===== config.mk =====
export PLATFORM = sky130hd
export DESIGN_NAME = bmf_queue
export DESIGN_NICKNAME = d
export VERILOG_FILES = /design/src/rtl/bmf_pkg.sv /design/src/rtl/bmf_queue.sv
export SDC_FILE = /design/constraint.sdc
export NUM_CORES = 1
export LEC_CHECK = 0
export ABC_AREA = 1
export BUFFER_PORTS_ARGS = -buffer_cell sky130_fd_sc_hd__buf_2
export CORE_MARGIN = 2
export CORE_UTILIZATION = 35
export DETAILED_ROUTE_END_ITERATION = 6
export GPL_TIMING_DRIVEN = 0
export SETUP_SLACK_MARGIN = 0.3
export SLEW_MARGIN = 20
export SYNTH_ARGS = -nofsm -noshare
export SYNTH_HDL_FRONTEND = slang
export SYNTH_SLANG_ARGS = --single-unit

===== constraint.sdc =====
create_clock -name clk -period 2.5 [get_ports clk]
set_input_delay 0.125 -clock clk [delete_from_list [all_inputs] [get_ports clk]]
set_output_delay 0.125 -clock clk [all_outputs]
set_load 0.01 [all_outputs]

===== src/rtl/bmf_pkg.sv =====
// Box mean filter: shared types, register indexes and back-end states.
// No dependencies; every other file but bmf_ram imports it.
package bmf_pkg;

	localparam int WIDTH_BITS  = 13;
	localparam int HEIGHT_BITS = 12;
	localparam int RADIUS_BITS = 4;
	localparam int SPAN_BITS   = 5;
	localparam int AREA_BITS   = 10;
	localparam int SUM_BITS    = 18;
	localparam int SLOT_BITS   = 5;

	typedef enum logic [1:0] {
		REG_WIDTH  = 2'd0,
		REG_HEIGHT = 2'd1,
		REG_RADIUS = 2'd2,
		REG_SPARE  = 2'd3
	} reg_index_t;

	// effective (clamped) frame settings
	typedef struct packed {
		logic [WIDTH_BITS-1:0]  width;
		logic [HEIGHT_BITS-1:0] height;
		logic [RADIUS_BITS-1:0] radius;
		logic [SPAN_BITS-1:0]   span;
		logic [AREA_BITS-1:0]   area;
	} frame_cfg_t;

	// one result to compute: centre position and its row slot
	typedef struct packed {
		logic [HEIGHT_BITS-1:0] row;
		logic [WIDTH_BITS-1:0]  col;
		logic [SLOT_BITS-1:0]   slot;
		logic                   last;
	} job_t;

	typedef enum logic [2:0] {
		B_IDLE,
		B_SUM,
		B_LAST,
		B_DIV,
		B_OUT
	} back_state_t;

endpackage


===== src/rtl/bmf_queue.sv =====
// Two-entry job queue between front and back ends.
// Depends on bmf_pkg for job_t.
module bmf_queue (
	input  logic          clk,
	input  logic          arst_n,
	input  logic          push,
	input  bmf_pkg::job_t push_job,
	input  logic          pop,
	output logic          not_empty,
	output logic          is_empty,
	output bmf_pkg::job_t head
);
	import bmf_pkg::*;

	job_t       slot_q [2];
	logic       wr_q, rd_q;
	logic [1:0] count_q;

	always_ff @(posedge clk or negedge arst_n) begin
		if (!arst_n) begin
			wr_q    <= 1'b0;
			rd_q    <= 1'b0;
			count_q <= 2'd0;
		end else begin
			if (push)
				wr_q <= ~wr_q;
			if (pop)
				rd_q <= ~rd_q;
			count_q <= count_q + 2'(push) - 2'(pop);
		end
	end

	always_ff @(posedge clk) begin
		if (push)
			slot_q[wr_q] <= push_job;
	end

	assign not_empty = (count_q != 2'd0);
	assign is_empty  = (count_q == 2'd0);
	assign head      = slot_q[rd_q];
endmodule


=== Word level (Yosys, flattened, before mapping) ===
Memory sizes are Yosys's and may differ from the RTL's.
Index checks and enable logic that the tools add are counted.

* Bits in registers: 4
* RAM bits: 62
* Input bits: 35
* Output and inout bits: 33
* Word-level logic and storage cells: 12
* Memories: 1

* Add/sub/neg operators: 2
* Multiplexer cells: 2
* Bitwise gates (word level): 2
* Reduce and logical (&&, ||, !) cells: 2

{| class="wikitable"
|+ Memories
! name !! words !! width !! read ports !! clocked after memory_dff !! wr ports !! RTL line !! text
|-
| slot_q || 2 || 31 || 1 || 0 || 1 || bmf_queue.sv:15 || <nowiki>job_t slot_q [2];</nowiki>
|}

{| class="wikitable"
|+ Operators with widths
! kind !! number
|-
| 2-bit by 1-bit adder with 2-bit output || 1
|-
| 2-bit zero test || 1
|-
| 1-bit 2-to-1 mux || 2
|-
| 1-bit NOT || 2
|-
| 2-bit nonzero test || 1
|-
| 2-bit by 1-bit subtractor with 2-bit output || 1
|}

=== Logic depth before layout (Yosys ltp) ===
* Depth in word-level cells: 2
* Mapped depth: 7
* Gate-level depth less buffers: 7

=== Worst setup path before layout ===
Ideal clock, no wire load.

* Path kind: reg2reg
* Start: reg wr_q
* End: mem slot_q[0][0] (netlist name), enable pin
* Library setup time: 0.420 ns
* Data arrival time: 1.724 ns
* Data required time: 2.080 ns
* Slack: 0.357 ns
* Cell stages (with the launch flop): 2
* Path buffers: 0
* Clock period less this slack: 2.143 ns
* Path through: dfrtp_1 > nor2_1

{| class="wikitable"
|+ RTL lines
! element !! RTL line !! text
|-
| from (decl) || bmf_queue.sv:16 || <nowiki>logic wr_q, rd_q;</nowiki>
|-
| from (signal assigned) || bmf_queue.sv:26 || <nowiki>wr_q <= ~wr_q;</nowiki>
|-
| to (decl) || bmf_queue.sv:15 ||
|}

Straight into the memory's write port.

==> flow_metrics.tcl <==
set metrics [dict create \
    hold-path-endpoint "wr_q$_DFFE_PN0P_" \
    min_path_cells 2 \
    critPathCaptureType "output pin" \
    setup_violations 0 \
    track_usage_pct 12.2 \
    ys_seq_area_share_pct 74.0 \
    crit_slowest_cell "dfrtp_1" \
    timing.rr.start "wr_q$_DFFE_PN0P_" \
    hold_viol 0 \
    crit_arrival_ns 1.30 \
    status "completed" \
    instances_no_fill 401 \
    rsz0062_at_grt "false" \
    clock_latency_ns 0.33 \
    numClockSinks 66 \
    antenna_found_initial 0 \
    fin_crit_ns 1.42 \
    worstPathCellList "buf_6 > buf_6 > o21ai_2 > buf_2" \
    critPathMostFrequentCell "buf_6" \
    fin_util_pct 49.6 \
    cp_max_fo 10 \
    critPathRequiredTime_ns 2.38 \
    cts_buffers 9 \
    h-tree-depth 3 \
    drtPass1Iterations 4 \
    place_area_um2 3150 \
    max_cap_violations 0 \
    power_density_nw_per_um2 997 \
    ys_warn_count 0 \
    worstHoldStart "push" \
    hp-class "primary input to flop" \
    grt_pass1_vias 1655 \
    place.gp.congestion 0.709 \
    dieArea_um2 8290 \
    synth_seq_cells 66 \
    diodes 0 \
    path_buf_inv 3 \
    pin_count 68 \
    cts_tree "yes" \
    fmax_ghz 0.704 \
    place_inst 354 \
    setup.worst_path.start_class "flop" \
    avgViaCountPerCell 4.21 \
    drive_gt1_share_pct 38.4 \
    synth_area_per_cell_um2 14.2 \
    grt_overflow_total 0 \
    slew_violations 0 \
    slew_headroom_pct 52.4 \
    ff2ff_path_depth 2 \
    multi_input_area_um2 468 \
    area_delta_synth_final_pct 36.5 \
    critical_path_class "flop to output pin" \
    drc 0 \
    dp_hpwl_um 3000 \
    ys_types 13 \
    die_w_um 91.0 \
    start_util_pct 36.4 \
    seq_area_um2 1960 \
    cts.reportedPaths.clkPinSlew_ns 0.06 \
    final_common_cell "buf_2" \
    io_buffers 67 \
    critical_path.top_delay_family "buffers and inverters" \
    skew_ns 0.00410 \
    drt_iter0_drc 31 \
    finalCritPeriodShare_pct 56.8 \
    synth_area_um2 2650 \
    worstMarginPinSlew_ns 0.714 \
    syn_inst 187 \
    grt_max_degree 32 \
    clk_path_buf_depth 2 \
    n_fill_cell 691 \
    drt-total-wl_um 4580 \
    drtAntennaViolNets 0 \
    core_region_area_um2 7290 \
    r2r_setup_slack_ns 1.08 \
    design_area_um2 3620 \
    r2r-end "slot_q[1][26]$_DFFE_PP_" \
    nets 336 \
    wl_per_cell_um 11.4 \
    rows 31 \
    final_cell_mix "buf_2, edfxtp_1, inv_1" \
    ir_worst_vdd_v 0.000703 \
    vias 1689 \
    ctsResizeCount 0 \
    cts-root-buf "clkbuf_8" \
    p_leak_nw 1.56 \
    syn-num-nets 224 \
    cp_slowest_stage_delay_ns 0.37 \
    die_h_um 91.0 \
    grt_pass1_wl_um 7590 \
]
registers in the layout, indices dropped and copies added (netlist names):
| name | cells |
|---|---|
| rd_q | 1 |
| slot_q | 62 |
| wr_q | 1 |
| count_q | 2 |
worst register-to-register path: stages (launching register included):
cell and delay (ns):
dfrtp_1 0.42, nand2_1 0.08, inv_2 0.53
cell type report:
class                           instances  share of cell area [%]
Inverter                               39                    4.05
Buffer                                  7                    2.28
Clock inverter                          1                   0.104
Sequential cell                        66                    54.2
Clock buffer                           13                    3.84
Tap cell                               99                    3.42
Timing Repair Buffer                  101                    19.2
Multi-Input combinational cell         75                    12.9
worst max path at each step:
stage,end,from,cells past startpoint,slack (ns)
after floorplan,slot_q[0][0]$_DFFE_PP_,wr_q$_DFFE_PN0P_,1,0.36
after global placement,slot_q[0][28]$_DFFE_PP_,wr_q$_DFFE_PN0P_,1,-0.47
after detailed placement,slot_q[1][29]$_DFFE_PP_,wr_q$_DFFE_PN0P_,2,1.06
after CTS,head[4],rd_q$_DFFE_PN0P_,4,1.04
after global routing,slot_q[1][26]$_DFFE_PP_,wr_q$_DFFE_PN0P_,2,0.95
final,head[15],rd_q$_DFFE_PN0P_,4,1.08
report_power, final:
group          internal (mW)  total (mW)  switching, mW
sequential              1.47        1.54         0.0631
clock                  0.347       0.683          0.336
combinational          0.585        1.39          0.803
total                   2.41        3.61           1.20
cells by family after synthesis:
family	synth area share (%)
adders and majority gates	0.944
DFF	74.0
AOI/OAI and AO/OA	9.96
and+or+nand+nor	5.80
buffers and inverters	8.64
xor gates and xnor gates	0.661
repair_timing:
action	in CTS	in global routing
buffers inserted	0	0
hold buffers	33	0
hold endpoints to repair	67	0
per-stage QoR:
step / total power, mW / setup WS (ns) / hold slack, ns / TNS, ns
3_3_place_gp: 2.91 / -0.467 / -0.0638 / -14.40
3_5_place_dp: 2.96 / 1.06 / -0.0641 / 0
2_1_floorplan: 2.45 / 0.357 / -0.171 / 0
6_report: 3.61 / 1.08 / 0.0244 / 0
5_1_grt: 3.88 / 0.952 / 0.0194 / 0
4_1_cts: 3.69 / 1.04 / 0.00669 / 0
routing by layer:
metal / track usage, % / wire [um] / vias up
li1: - / - / 849
met1: 13.9 / 1950 / 786
met2: 21.0 / 2320 / 45
met3: 2.99 / 221 / 9
met4: 6.82 / 91 / 0
met5: 0 / 0 / -
synth_stat cells (all sizes together):
library cell,count,area share (%)
inv,39,5.5
o21ai,31,10
edfxtp,62,70
dfrtp,4,3.8
nand2,37,5.3
nor2,2,0.28
nand3,1,0.19
buf,7,3.1
ha,2,0.94
xor2,2,0.66
Note: power is estimated with default switching activity, not from simulation.
