$ cat config.mk
export PLATFORM = sky130hd
export DESIGN_NAME = bmf_front
export DESIGN_NICKNAME = d
export VERILOG_FILES = /design/src/rtl/bmf_pkg.sv /design/src/rtl/bmf_front.sv
export SDC_FILE = /design/constraint.sdc
export NUM_CORES = 1
export LEC_CHECK = 0
export ABC_AREA = 1
export BUFFER_PORTS_ARGS = -buffer_cell sky130_fd_sc_hd__buf_2
export CAP_MARGIN = 15
export CORE_ASPECT_RATIO = 0.8
export CORE_MARGIN = 10
export CORE_UTILIZATION = 63
export CTS_CLUSTER_SIZE = 8
export DETAILED_ROUTE_END_ITERATION = 12
export GPL_TIMING_DRIVEN = 0
export PLACE_DENSITY_LB_ADDON = 0.12
export SLEW_MARGIN = 10
export SYNTH_ARGS = -nofsm -noshare
export SYNTH_HDL_FRONTEND = slang
export SYNTH_SLANG_ARGS = --single-unit
$ cat constraint.sdc
create_clock -name clk -period 8 [get_ports clk]
set_input_delay 0.4 -clock clk [delete_from_list [all_inputs] [get_ports clk]]
set_output_delay 0.4 -clock clk [all_outputs]
set_load 0.02 [all_outputs]
$ cat src/rtl/bmf_pkg.sv
// Box mean filter: shared types, register indexes and back-end states.
// No dependencies; every other file but bmf_ram imports it.
package bmf_pkg;

	localparam int WIDTH_BITS  = 13;
	localparam int HEIGHT_BITS = 12;
	localparam int RADIUS_BITS = 4;
	localparam int SPAN_BITS   = 5;
	localparam int AREA_BITS   = 10;
	localparam int SUM_BITS    = 18;
	localparam int SLOT_BITS   = 5;

	typedef enum logic [1:0] {
		REG_WIDTH  = 2'd0,
		REG_HEIGHT = 2'd1,
		REG_RADIUS = 2'd2,
		REG_SPARE  = 2'd3
	} reg_index_t;

	// effective (clamped) frame settings
	typedef struct packed {
		logic [WIDTH_BITS-1:0]  width;
		logic [HEIGHT_BITS-1:0] height;
		logic [RADIUS_BITS-1:0] radius;
		logic [SPAN_BITS-1:0]   span;
		logic [AREA_BITS-1:0]   area;
	} frame_cfg_t;

	// one result to compute: centre position and its row slot
	typedef struct packed {
		logic [HEIGHT_BITS-1:0] row;
		logic [WIDTH_BITS-1:0]  col;
		logic [SLOT_BITS-1:0]   slot;
		logic                   last;
	} job_t;

	typedef enum logic [2:0] {
		B_IDLE,
		B_SUM,
		B_LAST,
		B_DIV,
		B_OUT
	} back_state_t;

endpackage

$ cat src/rtl/bmf_front.sv
// Front end: takes words, writes pixels into the row store, tracks frame
// position and queues one job per due result. Depends on bmf_pkg.
module bmf_front #(
	parameter int MAX_WIDTH  = 1024,
	parameter int MAX_RADIUS = 7
) (
	input  logic                clk,
	input  logic                arst_n,
	input  bmf_pkg::frame_cfg_t cfg,
	input  logic                restart,
	input  logic                take,
	input  logic                command,
	input  logic [7:0]          pixel,
	output logic                we,
	output logic [$clog2(2*MAX_RADIUS+1)+$clog2(MAX_WIDTH)-1:0] waddr,
	output logic [7:0]          wdata,
	output logic                push,
	output bmf_pkg::job_t       push_job
);
	import bmf_pkg::*;

	localparam int CW = $clog2(MAX_WIDTH);
	localparam int SW = $clog2(2*MAX_RADIUS+1);
	localparam int PW = WIDTH_BITS + HEIGHT_BITS;

	logic [WIDTH_BITS-1:0]  wcol_q, ocol_q;
	logic [SLOT_BITS-1:0]   wslot_q, oslot_q;
	logic [HEIGHT_BITS-1:0] orow_q;
	logic [PW-1:0]          pos_q;
	logic [PW-1:0]          total, lag;
	logic                   filling, waiting, last, col_end, ocol_end;

	assign total    = PW'(cfg.width) * PW'(cfg.height);
	assign lag      = PW'(cfg.radius) * PW'(cfg.width) + PW'(cfg.radius);
	assign filling  = (pos_q < total);
	assign waiting  = (pos_q < lag);
	assign col_end  = ({1'b0, wcol_q} + 1'b1 >= {1'b0, cfg.width});
	assign ocol_end = ({1'b0, ocol_q} + 1'b1 >= {1'b0, cfg.width});
	assign last     = ({1'b0, orow_q} + 1'b1 >= {1'b0, cfg.height}) && ocol_end;

	// a flush before the image is complete is dropped outright
	assign we    = take && filling && !command;
	assign waddr = {wslot_q[SW-1:0], wcol_q[CW-1:0]};
	assign wdata = pixel;
	assign push  = take && !(filling && command) && !waiting;

	always_comb begin
		push_job      = '0;
		push_job.row  = orow_q;
		push_job.col  = ocol_q;
		push_job.slot = oslot_q;
		push_job.last = last;
	end

	always_ff @(posedge clk or negedge arst_n) begin
		if (!arst_n) begin
			wcol_q  <= '0;
			wslot_q <= '0;
			ocol_q  <= '0;
			orow_q  <= '0;
			oslot_q <= '0;
			pos_q   <= '0;
		end else if (restart || (push && last)) begin
			wcol_q  <= '0;
			wslot_q <= '0;
			ocol_q  <= '0;
			orow_q  <= '0;
			oslot_q <= '0;
			pos_q   <= '0;
		end else begin
			if (we) begin
				if (col_end) begin
					wcol_q  <= '0;
					wslot_q <= (wslot_q + 1'b1 >= cfg.span) ? '0 : wslot_q + 1'b1;
				end else begin
					wcol_q <= wcol_q + 1'b1;
				end
			end
			if (take && !(filling && command))
				pos_q <= pos_q + 1'b1;
			if (push) begin
				if (ocol_end) begin
					ocol_q  <= '0;
					orow_q  <= orow_q + 1'b1;
					oslot_q <= (oslot_q + 1'b1 >= cfg.span) ? '0 : oslot_q + 1'b1;
				end else begin
					ocol_q <= ocol_q + 1'b1;
				end
			end
		end
	end
endmodule

[Word-level counts from Yosys, hierarchy flattened]
Cells that the tools add are included.
Word-level totals
  register bits: 73
  input port bits: 57
  output and inout bits: 55
  logic and storage cells: 62
Cells by class
  add/subtract/negate cells: 10
  $mul: 2
  $lt $le $gt $ge: 7
  multiplexer cells: 19
  reductions and logical operators: 18
Operators with widths (count)
  $mux W13: 6
  $mux W25: 2
  $mux W5: 8
  $mux W12: 3
  $add A13 B1 Y14 const B: 2
  $ge A14 B13 Y1: 2
  $add A13 B1 Y13 const B: 2
  $add A25 B1 Y25 const B: 1
  $lt A25 B18 Y1: 1
  $lt A25 B25 Y1: 1
  $mul A13 B12 Y25: 1
  $add A17 B4 Y18: 1
  $mul A4 B13 Y17: 1
  $add A12 B1 Y13 const B: 1
  $ge A13 B12 Y1: 1
  $add A12 B1 Y12 const B: 1
  $add A5 B1 Y5 const B: 2
  $ge A5 B5 Y1: 2
  $reduce_bool A2 Y1: 5
  $logic_and A1 B1 Y1: 7
  $reduce_and A2 Y1: 2
  $logic_not A1 Y1: 3
  $logic_or A1 B1 Y1: 1

[Logic depth before layout (Yosys ltp)]
Gate-level depths: netlist of run 1.
  depth after elaboration: 10
  depth in mapped cells: 38
  gate-level depth less buffers: 36

[Least setup slack after synthesis of run 1]
No wires, ideal clock.
  kind: input to output
  from: input cfg[35] (netlist bit)
  to: output we
  arrival: 6.339 ns
  data required time: 7.600 ns
  path slack: 1.261 ns
  cell stages on the path: 31
  path buffers: 3
  cells stage by stage: clkbuf_1 -> clkbuf_1 -> nand2_1 -> fa_1 -> inv_1 -> fa_1 -> fa_1 -> fa_1 -> inv_1 -> fa_1 -> inv_1 -> ha_1 -> a21oi_1 -> inv_1 -> a21oi_1 -> inv_1 -> a21oi_1 -> o21ai_0 -> a31oi_1 -> xor2_1 -> ha_1 -> nand2_1 -> inv_1 -> nand2_1 -> nor2_1 -> inv_1 -> nor2_1 -> nand2_1 -> nand4_2 -> clkinv_1 -> buf_4
Between the ends
  longest elaborated chain between the ends: 4
RTL lines
  start: declaration: line bmf_front.sv:9  | input bmf_pkg::frame_cfg_t cfg,
  $mul A13 B12 Y25: line bmf_front.sv:33  | assign total = PW'(cfg.width) * PW'(cfg.height);
  $lt A25 B25 Y1: line bmf_front.sv:35  | assign filling = (pos_q < total);
  $logic_and A1 B1 Y1 (2 in a row): line bmf_front.sv:42  | assign we = take && filling && !command;
  end: declaration: line bmf_front.sv:14  | output logic we,
No other way between the ends.

[Worst setup path in the final report of run 1]
  from: input cfg[33] (netlist bit)
  to: output we
Same word-level chain as after synthesis.

==> results of run 1 <==
area by class of cell:
class,instances,share of cell area (%)
multi-input combinational,1344,66.3
sequential,73,11.9
inverter,422,10.3
buffer,84,3.85
timing repair buffer,86,2.98
tap,300,2.44
clock buffer,9,1.47
clock inverter,6,0.750
antenna,1,0.0163
cell usage after synthesis, types with 8 or more instances:
cell      instances  area (um2)
nand2_1         486        1820
inv_1           416        1560
ha_1            194        2430
fa_1            135        2700
nor2_1           97         364
dfrtp_1          73        1830
nand3_1          73         365
a21oi_1          70         350
xor2_1           54         473
nand4_1          48         300
clkbuf_1         42         158
buf_4            29         218
xnor2_1          27         236
o21ai_1          25         125
o21ai_0          22         110
nor3_1           20         100
nand3b_1         13        97.6
buf_2             9        45.0
nand2_2           9        56.3
o211ai_1          9        67.6
o21ai_2           8        70.1
o21bai_1          8        60.1
how the worst min path moves through the flow:
stage	to	from	slack, ns
final	orow_q[0]$_DFFE_PN0P_	arst_n	0.02
after global routing	orow_q[0]$_DFFE_PN0P_	arst_n	0.06
after CTS	orow_q[0]$_DFFE_PN0P_	arst_n	0.04
after detailed placement	orow_q[4]$_DFFE_PN0P_	arst_n	0.41
after global placement	orow_q[3]$_DFFE_PN0P_	orow_q[3]$_DFFE_PN0P_	0.51
after floorplan	ocol_q[0]$_DFFE_PN0P_	arst_n	0.10
cells by family after synthesis:
| logic type | after synthesis | share of synthesized area [%] |
|---|---|---|
| flip-flops | 73 | 13.0 |
| adder cells (fa/ha/maj) | 329 | 36.5 |
| AND/OR/NAND/NOR | 774 | 24.1 |
| buffers and inverters | 509 | 14.8 |
| AO/OA/AOI/OAI | 160 | 6.60 |
| XOR/XNOR | 81 | 5.05 |
flip-flops by register name, indices dropped and copies added (netlist names):
name     cells
wcol_q      13
pos_q       25
oslot_q      5
orow_q      12
ocol_q      13
wslot_q      5
power by group:
part | total [mW] | switching, mW | internal (mW)
clock network | 0.487 | 0.182 | 0.305
logic | 2.87 | 1.82 | 1.06
registers | 0.414 | 0.0298 | 0.384
critical path, delay by kind of cell:
kind            cells  cell delay, ns
fa+ha+maj           7            3.33
simple gates       14            1.54
buf+inv             9            1.37
xor+xnor            1            0.33
compound gates      2            0.29
cell usage in the layout (no fill, tap or decap), types with 25 or more instances in the layout:
| master | instances |
|---|---|
| buf_2 | 93 |
| buf_4 | 38 |
| xor2_1 | 54 |
| nand2_1 | 486 |
| a21oi_1 | 69 |
| nor2_1 | 95 |
| inv_1 | 416 |
| nand3_1 | 73 |
| fa_1 | 135 |
| nand4_1 | 48 |
| xnor2_1 | 27 |
| ha_1 | 194 |
| o21ai_1 | 25 |
| dfrtp_1 | 73 |
layer usage:
metal	wire length, um	global-route usage, %
met3	3900	7.46
met2	17300	42.5
met5	0	0
met4	1060	8.59
met1	17600	38.1
stage by stage:
step            TNS, ns  cell area [um2]  hold slack (ns)
6_report              0            15400           0.0217
5_1_grt        -0.00115            15400           0.0610
4_1_cts               0            15200           0.0443
3_5_place_dp     -23.13            14900            0.407
3_3_place_gp     -13.79            14800            0.513
2_1_floorplan         0            14100            0.104
what timing repair did:
item                                    in CTS  in global routing
endpoints found under the setup margin      52                 14
buffers inserted                             0                  4
hold buffers                                 0                  0
resized for setup                           29                 62
cloned                                       0                  0
pin swaps                                    0                  1
==> reports/qor.yml, run 1 <==
route:
  ant_nets: 0
  drt-vias-per-instance: 5.47
  drc: 0
  dr.pass1.iters: 5
  drtIter0Drc: 1059
  wl_per_cell_um: 17.1
  drt_wl_total_um: 39900
  vias: 12719
cts:
  clkTransAtPathRegs_ns: 0.06
  clockRootBuffer: "clkbuf_16"
  cts_tree: "yes"
  worstSkewPairLatency_ns: 0.35
  cts_buffer_depth: 2
  h-tree-depth: 3
  cts_sinks: 73
  numCtsBuffers: 9
die:
  num_rows: 48
  start_util_pct: 64.7
  core-area_um2: 21700
  dieArea_um2: 28700
  die_h_um: 154
  die_w_um: 187
  pin_count: 112
flow_run:
  cap_violations: 0
placement:
  placed_cells: 2308
  pre_cts_ws_ns: -0.612
  dp_hpwl_um: 32500
  io_buffers: 81
  gp_congestion: 0.992
finish:
  seq_area_um2: 1830
  multi_input_area_um2: 10200
  n_fill_cell: 1869
  final_core_util_pct: 70.6
  final_cells: 2325
  layout-drive-gt1-share_pct: 11.0
  syn_to_final_growth_pct: 9.21
  final_nets: 2406
logic_synthesis:
  synth.cell_area_um2: 14100
  yosysSeqAreaShare_pct: 13.0
  yosys_warnings: 0
  synthFlopType: "dfrtp_1"
  synth_cell_type_count: 44
  synth.avg_cell_area_um2: 7.30
  syn-num-nets: 2312
  async_flop_share_pct: 100
  synth_seq_cells: 73
  synth_edf_count: 0
  syn_inst: 1926
critical_path:
  end_kind: "primary output"
  cp-startpoint: "cfg[33]"
  reg2regPathDepth: 18
  cp-endpoint: "we"
  cpMaxStageDelayCell: "fa_1"
  worstPathArrival_ns: 7.26
  criticalPathCategory: "input pin to primary output"
  cp_common_cell: "nand2_1"
  rr_startpoint: "ocol_q[0]$_DFFE_PN0P_"
  r2r-end: "orow_q[0]$_DFFE_PN0P_"
  worstPathRequired_ns: 7.60
  crit_path_start_kind: "input pin"
  rrSetupSlack_ns: 4.65
  cp_max_fo: 10
  crit_path_max_incr_delay_ns: 0.56
timing:
  layout_setup_ws_ns: 0.337
  worst_slew_pin_slew_ns: 0.554
  hold_viol_final: 0
  period_needed_ns: 7.66
  setup_violations: 0
  timing.slew.headroom_pct: 62.7
  finalCritPeriodShare_pct: 95.8
  finClkSkew_ns: 0.00838
  fmax_ghz: 0.131
  maxSlewViolCount: 0
grt:
  first_global_vias: 12564
  grt_max_degree: 39
  grt.total_usage_pct: 27.9
  grt-ovfl-total: 0
  antenna_found_initial: 1
  grt_first_pass_wirelength_um: 65400
pwr:
  p_total_mw: 3.77
  p_per_area_nw_per_um2: 246
  peakVddDrop_mv: 0.229
  leakage_nw: 9.17
status:
  status: "finished, final reports clean"
hold_path:
  hold_path_class: "input pin to async pin"
No activity file was read; power rests on OpenSTA's default activity.
==> run 2: changes to the inputs <==
- CORE_ASPECT_RATIO: 0.8 -> default
- SLEW_MARGIN: 10 -> default
==> run 2 against run 1 <==
  * Sequential power about the same
  * Combinational power hardly changed
  * Largest cell class unchanged
  * First-iteration DRC count is 18% lower
  * Final cell count is 0.86% lower
  * Critical path depth did not move
  * Critical path type unchanged
  * Total power shrank 3.1%
  * Sequential share of layout area increased by 0.10 points
  * Highest routed layer unchanged
  * Final area is 0.83% lower
  * Clock skew grew 0.00072 ns
  * Global-route usage fell by 1.0 points
  * Routed wire length down 5.5%
==> reports/qor.yml, run 2 (synthesized netlist as in run 1, its figures left out) <==
route:
  drc: 0  # unchanged
  drt_wl_total_um: 37600  # was 39900 um
  drt-vias-per-instance: 5.42  # was 5.47
  wl_per_cell_um: 16.3  # was 17.1 um
  dr.pass1.iters: 5  # unchanged
  ant_nets: 0  # unchanged
  drtIter0Drc: 864  # was 1059
  vias: 12491  # was 12719
die:
  die_h_um: 169  # was 154 um
  die_w_um: 169  # was 187 um
  core-area_um2: 21900  # was 21700 um2
  pin_count: 112  # unchanged
  num_rows: 54  # was 48
  start_util_pct: 64.2  # was 64.7%
  dieArea_um2: 28700  # about the same
critical_path:
  cp_common_cell: "nand2_1"  # unchanged
  cpMaxStageDelayCell: "fa_1"  # unchanged
  worstPathArrival_ns: 7.18  # was 7.26 ns
  cp_max_fo: 10  # unchanged
  r2r-end: "oslot_q[4]$_DFFE_PN0P_"  # was orow_q[0]$_DFFE_PN0P_
  end_kind: "primary output"  # unchanged
  crit_path_max_incr_delay_ns: 0.55  # was 0.56 ns
  crit_path_start_kind: "input pin"  # unchanged
  worstPathRequired_ns: 7.60  # about the same
  reg2regPathDepth: 18  # unchanged
  criticalPathCategory: "input pin to primary output"  # unchanged
  rrSetupSlack_ns: 4.77  # was 4.65 ns
  rr_startpoint: "ocol_q[0]$_DFFE_PN0P_"  # unchanged
finish:
  final_nets: 2406  # unchanged
  final_core_util_pct: 69.6  # was 70.6%
  antenna_cells_inserted: 0  # was 1
  top_regs: "pos_q (25), ocol_q (13), wcol_q (13)"  # unchanged
  final_cell_mix: "486 x nand2_1, 416 x inv_1, 194 x ha_1"  # unchanged
  final_common_cell: "nand2_1"  # unchanged
  syn_to_final_growth_pct: 8.30  # was 9.21%
  largest_register_ffs: 25  # unchanged
  layout-drive-gt1-share_pct: 10.9  # was 11.0%
  top_register: "pos_q"  # unchanged
grt:
  grt.total_usage_pct: 26.9  # was 27.9%
  met1_usage_pct: 35.8  # was 38.1%
  grt_first_pass_wirelength_um: 63000  # was 65400 um
  grt_max_degree: 68  # was 39
  grt_use_met2_pct: 44.4  # was 42.5%
  busiest_layer: "met2"  # unchanged
  met3_usage_pct: 3.40  # was 7.46%
  first_global_vias: 12705  # was 12564
  antenna_found_initial: 0  # was 1
  grt-ovfl-total: 0  # unchanged
pwr:
  p_per_area_nw_per_um2: 240  # was 246 nW/um2
  leakage_nw: 9.13  # was 9.17 nW
  p_total_mw: 3.66  # was 3.77 mW
  peakVddDrop_mv: 0.225  # was 0.229 mV
timing:
  fmax_ghz: 0.132  # was 0.131 GHz
  hold_viol_final: 0  # unchanged
  rsz0062_at_grt: "no"
  finClkSkew_ns: 0.00910  # was 0.00838 ns
  period_needed_ns: 7.58  # was 7.66 ns
  worst_slew_pin_slew_ns: 0.581  # was 0.554 ns
  finalCritPeriodShare_pct: 94.7  # was 95.8%
  hold_ws_ns: 0.407  # was 0.0217 ns
  layout_setup_ws_ns: 0.423  # was 0.337 ns
  timing.slew.headroom_pct: 61.2  # was 62.7%
  maxSlewViolCount: 0  # unchanged
  setup_violations: 0  # unchanged
cts:
  numCtsBuffers: 9  # unchanged
  h-tree-depth: 3  # unchanged
  cts_sinks: 73  # unchanged
  cts_tree: "yes"  # unchanged
  cts_buffer_depth: 2  # unchanged
  clockRootBuffer: "clkbuf_16"  # unchanged
  clkTransAtPathRegs_ns: 0.07  # was 0.06 ns
  worstSkewPairLatency_ns: 0.35  # about the same
placement:
  io_buffers: 81  # unchanged
  gp_congestion: 0.950  # was 0.992
  pre_cts_ws_ns: -0.375  # was -0.612 ns
  dp_hpwl_um: 30800  # was 32500 um
status:
  status: "finished, final reports clean"  # unchanged
flow_run:
  cap_violations: 0  # unchanged
hold_path:
  hold_path_class: "input pin to async pin"  # unchanged
-- run 2: cell type report --
class | count | area [um2]
timing repair buffer | 85 | 460
multi-input combinational | 1344 | 10200
clock inverter | 5 | 38.8
sequential | 73 | 1830
inverter | 422 | 1590
tap | 280 | 350
buffer | 85 | 556
clock buffer | 11 | 243
fill | 1879 | 6660
-- run 2: timing repair --
action,in CTS,in global routing
hold buffers,1,0
endpoints found under the setup margin,1,2
hold endpoints to repair,6,0
setup buffers,0,2
resized for setup,19,53
-- run 2: metrics by stage --
step / setup TNS (ns) / cell area [um2] / instances
6_report: 0 / 15200 / 2305
4_1_cts: 0 / 15200 / 2304
2_1_floorplan: 0 / 14100 / 1926
3_5_place_dp: -4.72 / 14800 / 2288
3_3_place_gp: -0.276 / 14800 / 2287
5_1_grt: 0 / 15200 / 2305
-- run 2: worst max-delay path by stage --
| stage | depth (start not counted) | end | from | slack, ns |
|---|---|---|---|---|
| finish | 33 | we | cfg[35] | 0.42 |
| floorplan | 31 | we | cfg[35] | 1.26 |
| global placement | 30 | we | cfg[37] | -0.28 |
| detailed placement | 30 | we | cfg[36] | -0.37 |
| CTS | 32 | we | cfg[38] | 0.04 |
| global route | 33 | we | cfg[33] | 0.008 |
-- run 2: power breakdown --
group          leakage [nW]  switching [mW]  internal (mW)  total (mW)
logic                  7.98            1.80           1.04        2.84
clock network         0.137           0.180          0.221       0.401
registers              1.01          0.0288          0.384       0.413
total                  9.13            2.01           1.65        3.66
-- run 2: layer usage --
layer / part of all wire (%) / wire, um
met1: 44 / 16500
met3: 6.2 / 2340
met5: 0 / 0
met2: 48 / 17900
met4: 2.5 / 941
-- run 2: worst max-delay path: cells and delay by family --
family | cells | cell delay (ns)
adders and majority gates | 7 | 3.33
and+or+nand+nor | 14 | 1.60
buffers and inverters | 9 | 1.28
xor gates and xnor gates | 1 | 0.30
AOI/OAI and AO/OA | 2 | 0.26
