**src/rtl/bmf_pkg.sv**
```systemverilog
// Box mean filter: shared types, register indexes and back-end states.
// No dependencies; every other file but bmf_ram imports it.
package bmf_pkg;

	localparam int WIDTH_BITS  = 13;
	localparam int HEIGHT_BITS = 12;
	localparam int RADIUS_BITS = 4;
	localparam int SPAN_BITS   = 5;
	localparam int AREA_BITS   = 10;
	localparam int SUM_BITS    = 18;
	localparam int SLOT_BITS   = 5;

	typedef enum logic [1:0] {
		REG_WIDTH  = 2'd0,
		REG_HEIGHT = 2'd1,
		REG_RADIUS = 2'd2,
		REG_SPARE  = 2'd3
	} reg_index_t;

	// effective (clamped) frame settings
	typedef struct packed {
		logic [WIDTH_BITS-1:0]  width;
		logic [HEIGHT_BITS-1:0] height;
		logic [RADIUS_BITS-1:0] radius;
		logic [SPAN_BITS-1:0]   span;
		logic [AREA_BITS-1:0]   area;
	} frame_cfg_t;

	// one result to compute: centre position and its row slot
	typedef struct packed {
		logic [HEIGHT_BITS-1:0] row;
		logic [WIDTH_BITS-1:0]  col;
		logic [SLOT_BITS-1:0]   slot;
		logic                   last;
	} job_t;

	typedef enum logic [2:0] {
		B_IDLE,
		B_SUM,
		B_LAST,
		B_DIV,
		B_OUT
	} back_state_t;

endpackage

```
**src/rtl/bmf_back.sv**
```systemverilog
// Back end: sums the window of an inner position by reading the row store one
// pixel a cycle, divides it by the window area bit-serially and holds the
// result word; a border position gives 0. Depends on bmf_pkg.
module bmf_back #(
	parameter int MAX_WIDTH  = 1024,
	parameter int MAX_RADIUS = 7
) (
	input  logic                clk,
	input  logic                arst_n,
	input  bmf_pkg::frame_cfg_t cfg,
	input  logic                job_valid,
	input  bmf_pkg::job_t       job,
	output logic                pop,
	output logic                reading,
	output logic                re,
	output logic [$clog2(2*MAX_RADIUS+1)+$clog2(MAX_WIDTH)-1:0] raddr,
	input  logic [7:0]          rdata,
	output logic                out_valid,
	input  logic                out_ready,
	output logic [7:0]          mean_value,
	output logic                frame_last
);
	import bmf_pkg::*;

	localparam int CW = $clog2(MAX_WIDTH);
	localparam int SW = $clog2(2*MAX_RADIUS+1);
	localparam int DB = $clog2(SUM_BITS + 1);

	back_state_t            state_q, state_d;
	logic [WIDTH_BITS-1:0]  col_q, col0_q;
	logic [SLOT_BITS-1:0]   slot_q;
	logic [SPAN_BITS-1:0]   i_q, j_q;
	logic [SUM_BITS-1:0]    dq_q;
	logic [AREA_BITS-1:0]   rem_q;
	logic [DB-1:0]          div_q;
	logic                   last_q, border, row_done, all_done, div_done;
	logic [AREA_BITS:0]     rem_t;
	logic [SLOT_BITS-1:0]   base_slot;

	assign border = (job.row < HEIGHT_BITS'(cfg.radius))
		|| (job.col < WIDTH_BITS'(cfg.radius))
		|| ({1'b0, job.row} + (HEIGHT_BITS+1)'(cfg.radius) >= {1'b0, cfg.height})
		|| ({1'b0, job.col} + (WIDTH_BITS+1)'(cfg.radius) >= {1'b0, cfg.width});
	assign base_slot = (job.slot >= SLOT_BITS'(cfg.radius))
		? job.slot - SLOT_BITS'(cfg.radius)
		: job.slot + SLOT_BITS'(cfg.span) - SLOT_BITS'(cfg.radius);
	assign row_done = (j_q + 1'b1 == cfg.span);
	assign all_done = row_done && (i_q + 1'b1 == cfg.span);
	assign div_done = (div_q == DB'(SUM_BITS - 1));
	assign rem_t    = {rem_q, dq_q[SUM_BITS-1]};

	always_comb begin
		state_d = state_q;
		unique case (state_q)
			B_IDLE: if (job_valid) state_d = border ? B_OUT : B_SUM;
			B_SUM:  if (all_done) state_d = B_LAST;
			B_LAST: state_d = B_DIV;
			B_DIV:  if (div_done) state_d = B_OUT;
			B_OUT:  if (out_ready) state_d = B_IDLE;
			default: state_d = B_IDLE;
		endcase
	end

	always_comb begin
		pop       = 1'b0;
		reading   = 1'b0;
		re        = 1'b0;
		out_valid = 1'b0;
		unique case (state_q)
			B_IDLE: pop = job_valid;
			B_SUM: begin
				reading = 1'b1;
				re      = 1'b1;
			end
			B_LAST: reading = 1'b1;
			B_DIV: ;
			B_OUT: out_valid = 1'b1;
			default: ;
		endcase
	end

	assign raddr      = {slot_q[SW-1:0], col_q[CW-1:0]};
	assign mean_value = dq_q[7:0];
	assign frame_last = last_q;

	always_ff @(posedge clk or negedge arst_n) begin
		if (!arst_n)
			state_q <= B_IDLE;
		else
			state_q <= state_d;
	end

	always_ff @(posedge clk) begin
		unique case (state_q)
			B_IDLE: begin
				last_q <= job.last;
				col0_q <= job.col - WIDTH_BITS'(cfg.radius);
				col_q  <= job.col - WIDTH_BITS'(cfg.radius);
				slot_q <= base_slot;
				i_q    <= '0;
				j_q    <= '0;
				dq_q   <= '0;
				rem_q  <= '0;
				div_q  <= '0;
			end
			B_SUM: begin
				// read data is registered and arrives the cycle after its address; first read adds zero
				if (i_q != '0 || j_q != '0)
					dq_q <= dq_q + SUM_BITS'(rdata);
				if (row_done) begin
					j_q    <= '0;
					i_q    <= i_q + 1'b1;
					col_q  <= col0_q;
					slot_q <= (slot_q + 1'b1 >= cfg.span) ? '0 : slot_q + 1'b1;
				end else begin
					j_q   <= j_q + 1'b1;
					col_q <= col_q + 1'b1;
				end
			end
			B_LAST: dq_q <= dq_q + SUM_BITS'(rdata);
			B_DIV: begin
				div_q <= div_q + 1'b1;
				if (rem_t >= {1'b0, cfg.area}) begin
					rem_q <= AREA_BITS'(rem_t - {1'b0, cfg.area});
					dq_q  <= {dq_q[SUM_BITS-2:0], 1'b1};
				end else begin
					rem_q <= rem_t[AREA_BITS-1:0];
					dq_q  <= {dq_q[SUM_BITS-2:0], 1'b0};
				end
			end
			B_OUT: ;
			default: ;
		endcase
	end
endmodule

```
**config.mk**
```make
export PLATFORM = sky130hd
export DESIGN_NAME = bmf_back
export DESIGN_NICKNAME = d
export VERILOG_FILES = /design/src/rtl/bmf_pkg.sv /design/src/rtl/bmf_back.sv
export SDC_FILE = /design/constraint.sdc
export NUM_CORES = 1
export LEC_CHECK = 0
export BUFFER_PORTS_ARGS = -buffer_cell sky130_fd_sc_hd__buf_2
export CAP_MARGIN = 40
export CORE_ASPECT_RATIO = 1.1
export CORE_MARGIN = 2
export CORE_UTILIZATION = 50
export CTS_BUF_LIST = sky130_fd_sc_hd__clkbuf_4 sky130_fd_sc_hd__clkbuf_8 sky130_fd_sc_hd__clkbuf_16
export DETAILED_ROUTE_END_ITERATION = 8
export HOLD_SLACK_MARGIN = 0.08
export PLACE_DENSITY = 0.73
export SLEW_MARGIN = 20
export SYNTH_ARGS = -nofsm -noshare
export SYNTH_HDL_FRONTEND = slang
export SYNTH_SLANG_ARGS = --single-unit
```
**constraint.sdc**
```tcl
create_clock -name clk -period 3.65 [get_ports clk]
set_input_delay 0.365 -clock clk [delete_from_list [all_inputs] [get_ports clk]]
set_output_delay 0.365 -clock clk [all_outputs]
set_load 0.01 [all_outputs]
```
# After elaboration in Yosys (flattened, before gate mapping)
# Index checks and enable logic that the tools add are counted.
[classes]
addsub = 13
n_mul = 0
n_div = 0
order_cmp = 7
eq_ne = 13
shift = 0
muxes = 26
n_bitwise = 0
reduce_logical = 15
[ops]
columns = ["op", "count"]
rows = [
  ["18-bit case mux with 4 select lines", 1],
  ["5-bit case mux with 2 select lines", 4],
  ["13-bit case mux with 2 select lines", 1],
  ["5-bit 2-to-1 mux", 5],
  ["5-bit by 1-bit adder with 5-bit output (second input constant)", 4],
  ["10-bit case mux with 2 select lines", 1],
  ["18-bit by 8-bit adder with 18-bit output", 1],
  ["18-bit 2-to-1 mux", 1],
  ["3-bit 2-to-1 mux", 5],
  ["3-bit case mux with 5 select lines", 1],
  ["13-bit by 4-bit adder with 14-bit output", 1],
  ["14-bit by 13-bit >= comparator with 1-bit output", 1],
  ["12-bit by 4-bit adder with 13-bit output", 1],
  ["13-bit by 1-bit adder with 13-bit output (second input constant)", 1],
  ["13-bit by 12-bit >= comparator with 1-bit output", 1],
  ["13-bit by 4-bit less-than comparator with 1-bit output", 1],
  ["13-bit 2-to-1 mux", 1],
  ["13-bit by 4-bit subtractor with 13-bit output", 1],
  ["12-bit by 4-bit less-than comparator with 1-bit output", 1],
  ["2-bit inequality test (second input constant)", 6],
  ["11-bit by 10-bit >= comparator with 1-bit output", 1],
  ["5-bit equality test", 2],
  ["10-bit 2-to-1 mux", 1],
  ["5-bit nonzero test", 2],
  ["18 further kinds", 29],
]
[word_totals]
reg_bits = 78
latchBits = 0
ramBits = 0
mem_bits_ro = 0
in_bits = 87
out_inout_bits = 27
word_cells = 84
n_memories = 0

# Logic depth before layout (Yosys ltp)
# Gate-level depths: netlist of the first run.
[logic_depth]
ltp_word = 7
ltp_mapped = 15
ltp_nobuf = 15

# Worst setup path after synthesis of the first run
# OpenSTA, ideal clock, no wires.
[synth_timing]
path_type = "register to register"
from = "register state_q[2]"
to = "register dq_q[0] (enable)"
t_arrival_ns = 2.465
t_required_ns = 3.222
path_slack_ns = 0.757
path_stages_with_launch = 7
n_path_buf = 2
path_cell_list = "dfrtp_1 > clkbuf_1 > nor2_1 > nand2_1 > inv_1 > clkbuf_1 > a31oi_1"
[synth_via]
elab_chain_cells = 3
[synth_rtl]
columns = ["element", "line_no", "source"]
rows = [
  ["from (decl)", "bmf_back.sv:29", "back_state_t state_q, state_d;"],
  ["from (signal assigned)", "bmf_back.sv:90", "state_q <= state_d;"],
  ["3-bit by 2-bit equality test with 1-bit output, or another cell as far along", "bmf_back.sv:94", "unique case (state_q)"],
  ["4-bit nonzero test (no source line) or 2-bit inequality test (tied branches)", "n/a", ""],
  ["2-bit AND reduction (no source line) (*)", "n/a", ""],
  ["to (signal assigned)", "bmf_back.sv:109", "dq_q <= dq_q + SUM_BITS'(rdata);"],
  ["to (signal assigned)", "bmf_back.sv:120", "B_LAST: dq_q <= dq_q + SUM_BITS'(rdata);"],
  ["to (signal assigned)", "bmf_back.sv:125", "dq_q <= {dq_q[SUM_BITS-2:0], 1'b1};"],
  ["to (decl)", "bmf_back.sv:33", "logic [SUM_BITS-1:0] dq_q;"],
]
# Every way passes the cells marked *; elsewhere a longest branch is shown, timed or not.
# A chain may end at the register's enable or synchronous reset.

# Final worst setup path of the first run
[layout_timing]
from = "input cfg[16] (netlist bit)"
to = "register state_q[2]"
[layout_via]
elab_chain_cells = 7
[layout_rtl]
columns = ["element", "line_no", "source"]
rows = [
  ["from (decl)", "bmf_back.sv:10", "input bmf_pkg::frame_cfg_t cfg,"],
  ["12-bit by 4-bit adder with 13-bit output, or another cell as far along", "bmf_back.sv:42", "|| ({1'b0, job.row} + (HEIGHT_BITS+1)'(cfg.radius) >= {1'b0, cfg.height})"],
  ["13-bit by 12-bit >= comparator with 1-bit output or 1-bit logical OR (tied branches)", "bmf_back.sv:42, bmf_back.sv:41", ""],
  ["1-bit logical OR", "bmf_back.sv:42", ""],
  ["1-bit logical OR (*)", "bmf_back.sv:43", "|| ({1'b0, job.col} + (WIDTH_BITS+1)'(cfg.radius) >= {1'b0, cfg.width});"],
  ["3-bit 2-to-1 mux (*) (2 in a row)", "bmf_back.sv:55", "B_IDLE: if (job_valid) state_d = border ? B_OUT : B_SUM;"],
  ["3-bit case mux with 5 select lines (*)", "bmf_back.sv:54", "unique case (state_q)"],
]
# Every way passes the cells marked *; elsewhere a longest branch is shown, timed or not. The select of a mux whose other input is x is not followed.

==> insert_results.sql, run 1 <==
INSERT INTO impl_metrics (metric_group, metric, value, unit) VALUES
('timing', 'min_period_over_period', '0.853', ''),
('worst_setup_path', 'timing.critical_path.fanout_max', '6', ''),
('synth', 'synth_top_family_by_area', 'adder cells', ''),
('placed_design', 'detailedPlacementHpwl', '11700', 'µm'),
('worst_setup_path', 'worst-r2r-cell-count', '7', ''),
('synth', 'async_reset_ff_frac', '0.0417', ''),
('timing', 'final.setup_skew', '6.49', 'ps'),
('floorplan', 'rows', '44', ''),
('timing', 'timing.slew.headroom', '0.623', ''),
('cells_and_area', 'final_util', '0.586', ''),
('placed_design', 'portBuffers', '113', ''),
('drt', 'drc_errors', '0', ''),
('drt', 'route.detailed.wl_per_inst', '14.9', 'µm'),
('clocking', 'htree_num_levels', '3', ''),
('worst_hold_path', 'min_delay_worst_endpoint', 'frame_last', ''),
('worst_hold_path', 'worst_hold_path.num_cells', '1', ''),
('global_routing', 'grt_pass1_wl', '25300', 'µm'),
('worst_hold_path', 'hp-class', 'primary input to flop', ''),
('clocking', 'tritoncts.num_buffers', '9', ''),
('timing', 'final.min_clock_period', '3110', 'ps'),
('worst_setup_path', 'crit_path_start_kind', 'primary input', ''),
('synth', 'synth-edff-count', '69', ''),
('synth', 'synth.yosys.seq_area_share', '0.321', ''),
('synth', 'ys.flop_type', 'sky130_fd_sc_hd__edfxtp_1', ''),
('timing', 'worst_slew_pin_slew', '561', 'ps'),
('synth', 'synth_mux_area_frac', '0.00617', ''),
('cells_and_area', 'instances_no_fill', '1001', ''),
('cells_and_area', 'post_route_cells_drive_above_1_share', '0.185', ''),
('synth', 'yosys-top-cells-area', 'sky130_fd_sc_hd__edfxtp_1, sky130_fd_sc_hd__ha_1, sky130_fd_sc_hd__xnor2_1, sky130_fd_sc_hd__inv_1, sky130_fd_sc_hd__xor2_1', ''),
('synth', 'synthDominantAreaCellType', 'sky130_fd_sc_hd__edfxtp_1', ''),
('synth', 'netlist-cell-type-count', '67', ''),
('global_routing', 'global_route.usage.met2', '0.367', ''),
('job', 'maxCapViolations', '0', ''),
('floorplan', 'die_x', '114', 'µm'),
('timing', 'drv_slew', '0', ''),
('worst_setup_path', 'timing.setup.critical_path_class', 'primary input to flop', ''),
('synth', 'synthesized_area_fraction_occupied_by_xor_and_xnor_cells', '0.111', ''),
('pwr', 'power.density_cell_area', '659', 'nW/µm²'),
('floorplan', 'die_h', '125', 'µm'),
('clocking', 'cts_tree', 'done', ''),
('global_routing', 'globalRouteMet3Util', '0.0441', ''),
('clocking', 'clockBufferDepth', '2', ''),
('drt', 'antenna_left', '0', ''),
('synth', 'synth.ff_latch_count', '72', ''),
('floorplan', 'design.core.area', '13200', 'µm²'),
('cells_and_area', 'finish.net_count', '1012', ''),
('timing', 'fin_worst_hold_slack', '206', 'ps'),
('cells_and_area', 'area.growth.synth_to_final', '15.2', '%'),
('pwr', 'worst_ir_drop_vdd', '345', 'µV'),
('worst_setup_path', 'critical_path_arrival', '3320', 'ps'),
('synth', 'syn_inst', '730', ''),
('floorplan', 'floorplan.io_pins', '114', ''),
('global_routing', 'grt_max_degree', '19', ''),
('drt', 'routed-via-count', '5451', ''),
('global_routing', 'first_global_vias', '5446', ''),
('status', 'run_status', 'complete, no violations', ''),
('timing', 'fmaxAchievable', '0.321', 'GHz'),
('synth', 'synth_compound_area_frac', '0.149', ''),
('global_routing', 'gr-max-usage-layer', 'met2', ''),
('placed_design', 'gpl.final_weighted_congestion', '0.887', ''),
('worst_hold_path', 'min-delay-start', 'job[0]', ''),
('clocking', 'cts_sinks', '72', ''),
('clocking', 'number_of_setup_buffers_added_after_cts', '0', ''),
('floorplan', 'design.die.area', '14300', 'µm²'),
('drt', 'detail_route.vias_per_cell', '5.45', ''),
('floorplan', 'floorplan.initialDensity', '0.509', ''),
('pwr', 'static-leakage-power', '3.56', 'nW'),
('worst_setup_path', 'regToRegStartpoint', 'state_q[2]', ''),
('drt', 'drtPass1Iterations', '4', ''),
('cells_and_area', 'insertedDiodeCount', '0', ''),
('worst_setup_path', 'regToRegEndpoint', 'dq_q[9]', '');
-- critical path, cell delays in order --
cell,delay [ps]
sky130_fd_sc_hd__buf_2,190
sky130_fd_sc_hd__inv_1,170
sky130_fd_sc_hd__fa_1,490
sky130_fd_sc_hd__nor3_1,240
sky130_fd_sc_hd__a211o_1,230
sky130_fd_sc_hd__nand3_1,120
sky130_fd_sc_hd__xnor2_1,140
sky130_fd_sc_hd__ha_1,310
sky130_fd_sc_hd__and4_1,200
sky130_fd_sc_hd__a2111oi_0,370
sky130_fd_sc_hd__o21ai_0,160
sky130_fd_sc_hd__o2bb2ai_1,180
sky130_fd_sc_hd__a2bb2oi_1,150
-- layout by cell type, fill, tap and decap left out, types with 31 or more instances in the layout --
cell                       count
sky130_fd_sc_hd__edfxtp_1     69
sky130_fd_sc_hd__ha_1         80
sky130_fd_sc_hd__xor2_1       33
sky130_fd_sc_hd__nor2_1       49
sky130_fd_sc_hd__nand2_1      53
sky130_fd_sc_hd__a21oi_1      36
sky130_fd_sc_hd__xnor2_1      44
sky130_fd_sc_hd__inv_1        87
sky130_fd_sc_hd__o21ai_0      41
sky130_fd_sc_hd__buf_2       113
sky130_fd_sc_hd__nand3_1      31
-- final cells by class --
| class | count | area (µm²) |
|---|---|---|
| clock buffers | 11 | 246 |
| clock inverters | 5 | 80.1 |
| fillers | 1205 | 5450 |
| inverters | 87 | 327 |
| multi-input cells | 543 | 4070 |
| flip-flops and latches | 72 | 2150 |
| well taps | 161 | 201 |
| repair buffers | 122 | 633 |
-- through the flow --
stage                     cell area [µm²]  total power [mW]  setup slack, ps
final                                7710              5.08              535
after global routing                 7710              5.49              358
after CTS                            7700              5.09              577
after detailed placement             7370              4.11              221
after global placement               7370              4.07              252
after floorplan                      6690              3.47              757
-- cells by family after synthesis --
logic type               after synthesis
AND/OR/NAND/NOR                      218
adder cells (fa/ha/maj)               90
flip-flops                            72
buffers and inverters                115
AO/OA/AOI/OAI                        151
multiplexers                           4
XOR/XNOR                              80
-- what timing repair did --
action | CTS | global route
hold buffers | 1 | 0
hold endpoints to repair | 3 | 0
resized for setup | 0 | 0
-- sequential cells by signal, summed over array words and instances, names as in the netlist --
name        count
col0_q         10
col_q          10
div_q           5
dq_q           18
frame_last      1
i_q             5
j_q             5
rem_q          10
slot_q          5
state_q         3
-- metal layers --
layer	wire length, µm	share of wire
met5	0	0
met4	238	0.016
met3	779	0.052
met2	7200	0.48
met1	6710	0.45
-- power breakdown --
| part | total, mW | switching [mW] | internal (mW) |
|---|---|---|---|
| Sequential | 1.77 | 0.333 | 1.43 |
| Clock | 0.970 | 0.347 | 0.623 |
| Combinational | 2.35 | 1.36 | 0.988 |
-- cells in the mapped netlist (9+ instances only) --
cell / n
sky130_fd_sc_hd__ha_1: 80
sky130_fd_sc_hd__nand2_1: 53
sky130_fd_sc_hd__buf_4: 12
sky130_fd_sc_hd__nor3_1: 19
sky130_fd_sc_hd__inv_1: 87
sky130_fd_sc_hd__fa_1: 10
sky130_fd_sc_hd__a21oi_1: 36
sky130_fd_sc_hd__nor2_1: 49
sky130_fd_sc_hd__edfxtp_1: 69
sky130_fd_sc_hd__o21ai_0: 41
sky130_fd_sc_hd__nand3_1: 31
sky130_fd_sc_hd__xnor2_1: 44
sky130_fd_sc_hd__and3_1: 10
sky130_fd_sc_hd__clkbuf_1: 9
sky130_fd_sc_hd__nand4_1: 11
sky130_fd_sc_hd__xor2_1: 33
-- worst max path at each step --
stage / start / to / slack, ps / depth (start not counted)
after floorplan: state_q[2] / dq_q[0] / 760 / 6
after global placement: cfg[16] / state_q[2] / 250 / 14
after detailed placement: cfg[16] / state_q[2] / 220 / 13
after CTS: cfg[16] / state_q[2] / 580 / 13
after global routing: cfg[16] / state_q[2] / 360 / 14
final: cfg[16] / state_q[2] / 540 / 13
No activity file was read; power rests on OpenSTA's default activity.
==> run 2: changes to the inputs <==
PLACE_DENSITY = 0.71   (was 0.73)
==> run 2 against run 1 <==
Setup slack got worse by 110 ps. Final cell count unchanged. Power shrank 1.3%. Via count grew 2.3%. Sequential power hardly changed. Count of clock-buffer cells in the layout is the same. Combinational power about the same. Clock skew increased by 0.93 ps. Largest cell class unchanged. Global-route usage up 0.75 points.
==> insert_results.sql, run 2 (same netlist as run 1, synthesis figures left out) <==
INSERT INTO impl_metrics (metric_group, metric, value, unit) VALUES
('status', 'run_status', 'complete, no violations', ''),
('cells_and_area', 'area.growth.synth_to_final', '14.6', '%'),
('job', 'maxCapViolations', '0', ''),
('cells_and_area', 'layout_common_cells', 'sky130_fd_sc_hd__buf_2, sky130_fd_sc_hd__inv_1, sky130_fd_sc_hd__ha_1', ''),
('floorplan', 'design.core.area', '13200', 'µm²'),
('clocking', 'number_of_setup_buffers_added_after_cts', '0', ''),
('clocking', 'cts_sinks', '72', ''),
('worst_setup_path', 'setup_slack_on_the_worst_flop_to_flop_path', '960', 'ps'),
('drt', 'detail_route.vias_per_cell', '5.57', ''),
('drt', 'drtPass1Iterations', '4', ''),
('drt', 'first_iter_violations', '395', ''),
('cells_and_area', 'regMostFlops', 'dq_q', ''),
('worst_hold_path', 'min-delay-start', 'job[0]', ''),
('global_routing', 'first_global_vias', '5703', ''),
('clocking', 'clock-root-buffer', 'sky130_fd_sc_hd__clkbuf_16', ''),
('worst_setup_path', 'regToRegEndpoint', 'dq_q[5]', ''),
('floorplan', 'floorplan.io_pins', '114', ''),
('drt', 'wirelength', '15700', 'µm'),
('cells_and_area', 'finish.net_count', '1012', ''),
('floorplan', 'rows', '44', ''),
('pwr', 'worst_ir_drop_vdd', '312', 'µV'),
('timing', 'final.min_clock_period', '3230', 'ps'),
('worst_setup_path', 'timing.critical_path.buf_inv', '2', ''),
('timing', 'setup_total_negative_slack', '0', 'ps'),
('cells_and_area', 'layout_commonest_cell', 'sky130_fd_sc_hd__buf_2', ''),
('clocking', 'clockBufferDepth', '2', ''),
('drt', 'drc_errors', '0', ''),
('worst_setup_path', 'crit_path_start_kind', 'primary input', ''),
('worst_setup_path', 'worst_path_dominant_cell_family', 'compound AO/OA/AOI/OAI gates', ''),
('worst_setup_path', 'timing.setup.critical_path_class', 'primary input to flop', ''),
('timing', 'drv_slew', '0', ''),
('global_routing', 'grt_max_degree', '24', ''),
('timing', 'setup_viol', '0', ''),
('floorplan', 'floorplan.initialDensity', '0.509', ''),
('global_routing', 'groute.usage.overall', '0.225', ''),
('clocking', 'clk_latency', '330', 'ps'),
('drt', 'antenna_left', '0', ''),
('cells_and_area', 'instances_no_fill', '1001', ''),
('placed_design', 'detailedPlacementHpwl', '12400', 'µm'),
('worst_setup_path', 'crit_required', '3850', 'ps'),
('worst_setup_path', 'endpoint_type_of_the_worst_setup_path', 'flop', ''),
('worst_hold_path', 'min_delay_worst_endpoint', 'frame_last', ''),
('cells_and_area', 'insertedDiodeCount', '0', ''),
('timing', 'rsz0062_at_grt', 'no', ''),
('worst_setup_path', 'worst-r2r-cell-count', '7', ''),
('worst_setup_path', 'timing.critical_path.fanout_max', '6', ''),
('timing', 'fmaxAchievable', '0.310', 'GHz'),
('global_routing', 'antenna_found_initial', '0', ''),
('worst_setup_path', 'crit_chain', 'buf_2, inv_1, ha_1, o21bai_1, a21oi_1, o21bai_1, nand4_1, xnor2_1, ha_1, and4_1, a2111oi_0, o21ai_0, o2bb2ai_1, a2bb2oi_1', ''),
('floorplan', 'die_x', '114', 'µm'),
('pwr', 'static-leakage-power', '3.55', 'nW'),
('timing', 'min_period_over_period', '0.884', ''),
('worst_hold_path', 'hp-class', 'primary input to flop', ''),
('drt', 'route.detailed.wl_per_inst', '15.6', 'µm'),
('drt', 'routed-via-count', '5575', ''),
('clocking', 'cts_tree', 'done', ''),
('placed_design', 'portBuffers', '113', ''),
('worst_setup_path', 'critical_path.slowest_cell', 'sky130_fd_sc_hd__a2111oi_0', ''),
('timing', 'final.setup_skew', '7.42', 'ps'),
('clocking', 'htree_num_levels', '3', ''),
('clocking', 'clk_pin_slew_worst_paths', '50', 'ps'),
('placed_design', 'gpl.final_weighted_congestion', '0.870', ''),
('cells_and_area', 'largest_register_ff_count', '18', ''),
('timing', 'hold_viol', '0', ''),
('cells_and_area', 'post_route_cells_drive_above_1_share', '0.182', ''),
('worst_setup_path', 'critical_path_arrival', '3430', 'ps'),
('cells_and_area', 'final.fill_count', '1208', ''),
('timing', 'timing.slew.headroom', '0.626', ''),
('global_routing', 'grt_pass1_wl', '26400', 'µm'),
('worst_setup_path', 'regToRegStartpoint', 'state_q[2]', ''),
('clocking', 'tritoncts.num_buffers', '9', ''),
('global_routing', 'globalRoute.totalOverflow', '0', ''),
('timing', 'worst_slew_pin_slew', '561', 'ps'),
('placed_design', 'placed_cells_incl_taps', '983', ''),
('placed_design', 'dpl_cell_area', '7370', 'µm²'),
('floorplan', 'design.die.area', '14300', 'µm²'),
('pwr', 'power.density_cell_area', '654', 'nW/µm²'),
('worst_hold_path', 'worst_hold_path.num_cells', '1', ''),
('cells_and_area', 'stdcell_area', '7670', 'µm²'),
('worst_setup_path', 'timing.critical_path.from', 'cfg[16]', ''),
('worst_setup_path', 'worst_path_largest_cell_delay', '390', 'ps'),
('floorplan', 'die_h', '125', 'µm');
## run 2: worst register-to-register path: cells and delay by family (launching register included)
kind / cells / cell delay (ps)
compound gates: 1 / 130
buf+inv: 4 / 1160
flops: 1 / 540
simple gates: 2 / 520
## run 2: through the flow
stage / worst slack [ps] / utilization / hold WS (ps) / power, mW
2_1_floorplan: 757 / - / 69.4 / 3.47
3_3_place_gp: 297 / 0.560 / 173 / 4.05
3_5_place_dp: 97.4 / 0.560 / 173 / 4.14
4_1_cts: 433 / 0.582 / 199 / 5.02
5_1_grt: 164 / 0.583 / 205 / 5.40
6_report: 422 / 0.583 / 207 / 5.01
## run 2: cell type report
type / instances / area, µm² / area share
Clock inverter: 5 / 47.5 / 0.00620
Multi-Input combinational cell: 543 / 4070 / 0.531
Timing Repair Buffer: 122 / 633 / 0.0826
Inverter: 87 / 327 / 0.0426
Sequential cell: 72 / 2150 / 0.280
Clock buffer: 11 / 240 / 0.0313
Tap cell: 161 / 201 / 0.0263
## run 2: worst max path at each step
stage,slack (ps),end,cells after the start
finish,420,state_q[2],14
floorplan,760,dq_q[0],6
CTS,430,state_q[2],14
global route,160,state_q[2],14
detailed placement,100,state_q[2],14
global placement,300,state_q[2],14
## run 2: routing by layer
metal / part of all wire / track usage
met5: 0 / 0
met4: 0.011 / 0.0567
met3: 0.053 / 0.0519
met2: 0.51 / 0.397
met1: 0.43 / 0.277
## run 2: power by group
group	switching (mW)	internal, mW
sequential	0.339	1.43
clock	0.324	0.537
combinational	1.39	0.992
total	2.05	2.96
## run 2: timing repair
item,in CTS,in global routing
hold buffers,1,0
resized for setup,0,0
endpoints found under the hold margin,3,0
